<file path="config.mk">
export PLATFORM = sky130hd
export DESIGN_NAME = llir_queue
export DESIGN_NICKNAME = d
export VERILOG_FILES = /design/src/hw/rtl/llir_pkg.sv /design/src/hw/rtl/llir_queue.sv
export SDC_FILE = /design/constraint.sdc
export NUM_CORES = 1
export LEC_CHECK = 0
export ABC_CLOCK_PERIOD_IN_PS = 4400
export BUFFER_PORTS_ARGS = -buffer_cell sky130_fd_sc_hd__buf_2
export CAP_MARGIN = 20
export CORE_ASPECT_RATIO = 1.2
export CORE_MARGIN = 3
export CORE_UTILIZATION = 55
export DETAILED_ROUTE_END_ITERATION = 8
export GPL_ROUTABILITY_DRIVEN = 1
export GPL_TIMING_DRIVEN = 0
export HOLD_SLACK_MARGIN = 0.12
export PLACE_DENSITY = 0.8
export SLEW_MARGIN = 20
export SYNTH_ARGS = -nofsm -noshare
export SYNTH_HDL_FRONTEND = slang
export SYNTH_SLANG_ARGS = --single-unit
</file>
<file path="constraint.sdc">
create_clock -name clock -period 4.4 [get_ports clock]
set_input_delay 0.44 -clock clock [delete_from_list [all_inputs] [get_ports clock]]
set_output_delay 0.44 -clock clock [all_outputs]
set_load 0.005 [all_outputs]
</file>
<file path="src/hw/rtl/llir_pkg.sv">
// ---------------------------------------------------------------------------
// llir_pkg: shared types and constants for the looping resampler
// Command codes, register indexes, channel structs and back-end state codes.
// ---------------------------------------------------------------------------
package llir_pkg;

   // command codes on req_data.cmd
   localparam logic [2:0] CMD_LOAD   = 3'd0;
   localparam logic [2:0] CMD_TICK   = 3'd1;
   localparam logic [2:0] CMD_PLAY   = 3'd2;
   localparam logic [2:0] CMD_PAUSE  = 3'd3;
   localparam logic [2:0] CMD_RESUME = 3'd4;
   localparam logic [2:0] CMD_STOP   = 3'd5;

   // register indexes
   localparam logic [1:0] CSR_FRAME_COUNT = 2'd0;
   localparam logic [1:0] CSR_SRC_SCALE   = 2'd1;
   localparam logic [1:0] CSR_SPEED       = 2'd2;

   localparam int FC_W    = 17;
   localparam int RATE_W  = 19;
   localparam int SPEED_W = 18;
   localparam int CSR_W   = 19;

   localparam logic [RATE_W-1:0]  RATE_MAX    = 19'd262144;
   localparam logic [RATE_W-1:0]  RATE_RESET  = 19'd65536;
   localparam logic [SPEED_W-1:0] SPEED_MIN   = 18'd21845;
   localparam logic [SPEED_W-1:0] SPEED_MAX   = 18'd196608;
   localparam logic [SPEED_W-1:0] SPEED_RESET = 18'd65536;

   typedef enum logic [2:0] {
      OP_LOAD,
      OP_TICK,
      OP_PLAY,
      OP_PAUSE,
      OP_RESUME,
      OP_STOP
   } op_type;

   typedef enum logic [2:0] {
      ST_IDLE,
      ST_WRAP,
      ST_READ0,
      ST_READ1,
      ST_MUL,
      ST_SUM
   } state_type;

   typedef struct packed {
      logic [2:0]         cmd;
      logic [15:0]        load_addr;
      logic signed [15:0] load_left;
      logic signed [15:0] load_right;
      logic               play_loop;
   } req_type;

   typedef struct packed {
      logic signed [15:0] left_out;
      logic signed [15:0] right_out;
      logic               is_playing;
   } rsp_type;

   typedef struct packed {
      op_type      op;
      logic [15:0] addr;
      logic [15:0] left;
      logic [15:0] right;
      logic        play_loop;
   } entry_type;

   typedef struct packed {
      logic [FC_W-1:0]    frame_count;
      logic [RATE_W-1:0]  src_scale;
      logic [SPEED_W-1:0] speed;
   } cfg_type;

endpackage

</file>
<file path="src/hw/rtl/llir_queue.sv">
// ---------------------------------------------------------------------------
// llir_queue: two-entry command queue
// Decouples the decode front from the playback back end.
// ---------------------------------------------------------------------------
module llir_queue
   import llir_pkg::*;
(
   input  logic      clock,
   input  logic      reset,
   input  logic      in_valid,
   output logic      in_ready,
   input  entry_type in_data,
   output logic      out_valid,
   input  logic      out_ready,
   output entry_type out_data
);

   entry_type  slot_ff [2];
   logic       wr_ptr_ff, wr_ptr_in;
   logic       rd_ptr_ff, rd_ptr_in;
   logic [1:0] count_ff, count_in;
   logic       push, pop;

   assign in_ready  = (count_ff != 2'd2);
   assign out_valid = (count_ff != 2'd0);
   assign out_data  = slot_ff[rd_ptr_ff];
   assign push      = in_valid && in_ready;
   assign pop       = out_valid && out_ready;

   always_comb begin
      wr_ptr_in = push ? !wr_ptr_ff : wr_ptr_ff;
      rd_ptr_in = pop ? !rd_ptr_ff : rd_ptr_ff;
      count_in  = count_ff;
      if (push && !pop) begin
         count_in = count_ff + 2'd1;
      end else if (pop && !push) begin
         count_in = count_ff - 2'd1;
      end
   end

   always_ff @(posedge clock) begin
      if (reset) begin
         wr_ptr_ff <= 1'b0;
         rd_ptr_ff <= 1'b0;
         count_ff  <= 2'd0;
      end else begin
         wr_ptr_ff <= wr_ptr_in;
         rd_ptr_ff <= rd_ptr_in;
         count_ff  <= count_in;
      end
   end

   always_ff @(posedge clock) begin
      if (push) begin
         slot_ff[wr_ptr_ff] <= in_data;
      end
   end

endmodule

</file>
==> results.md <==
- Status: complete, no violations
- HP Class: input pin to flip-flop
- Arrival time worst endpoint: 1.63 ns
- Setup Buffers After CTS: 0
- Final worst path period share: 47.1%
- Slew Limit Fails: 0
- Largest stage delay, worst path: 0.37 ns
- Critical Path Most Common Cell: buf_2
- CTS tree: yes
- Critical-path cell list: buf_2 -> buf_2 -> mux2_2 -> buf_2
- Post-Syn Nets: 243
- DR vias: 2046
- Post-route insts no fill: 399
- Area contributors post-synth: edfxtp_1 79%, mux2_2 15%, dfxtp_1 2.5%, buf_4 0.76%, xor2_1 0.66%
- Vias in the first global route: 2212
- Clock transition at the registers of the reported paths: 0.10 ns
- CP Class: flip-flop to primary output
- Core Area: 6940 sq um
- Worst-Margin Slew: 0.739 ns
- Placer Congestion: 0.705
- H-tree Lvls: 3
- PD cells: 536 nW/um^2
- Die area: 8280 sq um
- GR Overflow Total: 0
- Slew headroom: 50.7%
- Io pins: 110
- Worst hold slack: 0.265 ns
- Post-CTS Resized: 0
- Post-synthesis cell count: 186
- Placed cells: 383
- Area growth from synthesis to layout: 22.5%
- Num Clock Sinks: 109
- Mapped Area: 3970 sq um
- Clk_skew: 0.00816 ns
- Crit end category: primary output
- Hold Fails Final Rpt: 0
- Share of layout cells above drive strength 1: 59.6%
- Largest net degree at the start of global routing: 53
- First-pass DRT Iterations: 4
- Clock insertion delay at the later pin of the skew report: 0.35 ns
- CTS Root Cell: clkbuf_8
- Final min period: 2.07 ns
- Setup crit start kind: flip-flop
- Synth cell types: 18
- Routed Antenna Nets: 0
- Via-to-Cell Ratio: 5.13
- HPWL Detailed: 4870 um
- # nets final: 364
- Utilization after layout: 70.1%
- Routed WL per cell: 17.8 um
- Sequential share of the synthesized area: 81.2%
- Antenna violations before repair: 0
- IO buf count: 109
- Cts bufs inserted: 9
- Filler cells: 481
- # diodes: 0
- Starting Density: 57.3%
- Ys Warns: 0
- Worst VDD drop: 354 uV
- Post-route DRC violation count: 0
- Count of hold-fix buffers inserted at cts: 0
- Number of max-cap violations: 0
- Die height: 99.1 um
- Leak: 0.00183 uW
- Crit path buf inv count: 3
- Slowest cell on the critical path: mux2_2
- Mean Syn Cell Area: 21.4 sq um
- Share of the synthesized area in the top cell type: 78.6%
- Critical path required time: 3.96 ns
- Row cnt: 33
- Fmax: 482 MHz
- DRT Wirelength: 7080 um
- Total Routing Usage GR: 17.3%
- CP max FO: 10
- Cell taking the most area after synthesis: edfxtp_1
- #FFs+latches synth: 109
- CP top delay family: buffers and inverters
- RSZ-0062 raised after global routing: false
- Die width: 83.6 um
- # setup viols final: 0
- CTS max path bufs: 2
- First-pass GRT wire length: 10800 um
- Final setup TNS: 0 ns
- DR iter-0 viols: 103
## path summary, 6_finish.rpt
check                   start             end  slack [ns]  depth (start not counted)
setup / recovery    flip-flop    out_data[37]        2.33                          4
hold / removal    in_data[51]  slot_ff[0][51]        0.27                          1
setup reg to reg  count_ff[0]  slot_ff[0][40]        2.62                          4
hold reg to reg   count_ff[1]     count_ff[1]        0.52                          2
## synthesized netlist by cell type, drive strengths merged
cell type  number
or2             1
ha              1
a21bo           1
nand3b          1
or3             1
edfxtp        104
nor2            3
a21oi           2
and3            1
mux2           52
and2            1
inv             1
o21ai           2
xor2            3
nand2b          1
dfxtp           5
buf             6
## metrics by stage
stage	total power (uW)	setup WS [ns]	area (sq um)
3_5_place_dp	2010	2.61	4650
2_1_floorplan	1730	2.11	3970
4_1_cts	2630	2.30	4860
6_report	2610	2.33	4860
5_1_grt	2730	2.23	4860
3_3_place_gp	1970	1.50	4630
## where the power goes
part	total, uW	internal, uW	switching (uW)
Sequential	1330	1300	37.5
Clock	634	318	316
Combinational	640	333	307
## cell usage in the layout (no fill, tap or decap)
cell          n
a21bo_2       1
a21oi_1       2
and2_1        1
and3_4        1
buf_12        1
buf_2       111
buf_4         4
bufinv_16     2
clkbuf_8      9
clkinv_1      2
clkinv_2      1
clkinvlp_4    1
dfxtp_1       5
edfxtp_1    104
ha_1          1
inv_2         1
inv_6         1
mux2_2       52
nand2b_1      1
nand3b_1      1
nor2_1        3
o21ai_0       2
or2_2         1
or3_1         1
xor2_1        3
## state kept, by name (all words and copies together) (netlist names), named ones only
name and cells:
slot_ff 104, wr_ptr_ff 1, rd_ptr_ff 1, count_ff 2
## worst reg2reg max path: stages, from the launching register on
cell,delay (ns)
dfxtp_1,0.41
nand2b_1,0.21
nand3b_1,0.14
inv_2,0.42
buf_12,0.28
## layout make-up
class	count	area, sq um	area share, %
Sequential cell	109	3220	66.3
Multi-Input combinational cell	70	709	14.6
Timing Repair Buffer	110	566	11.6
Clock buffer	9	124	2.55
Tap cell	87	109	2.24
Clock inverter	7	88.8	1.83
Buffer	6	40.0	0.823
Inverter	1	3.75	0.0772
## cells by family (layout without fill, tap and decap cells)
kind of cell | after synthesis | after routing | synth area share, %
buffers and inverters | 7 | 133 | 1.10
adders and majority gates | 1 | 1 | 0.315
DFF | 109 | 109 | 81.2
AOI/OAI and AO/OA | 5 | 5 | 0.756
xor gates and xnor gates | 3 | 3 | 0.662
muxes | 52 | 52 | 14.7
and+or+nand+nor | 9 | 9 | 1.26
## routing by layer
layer,GRT usage (%),wire (um)
met1,18.9,2650
met5,0,0
met4,6.93,145
met2,32.5,3960
met3,3.85,334
Note: power is estimated with default switching activity, not from simulation.
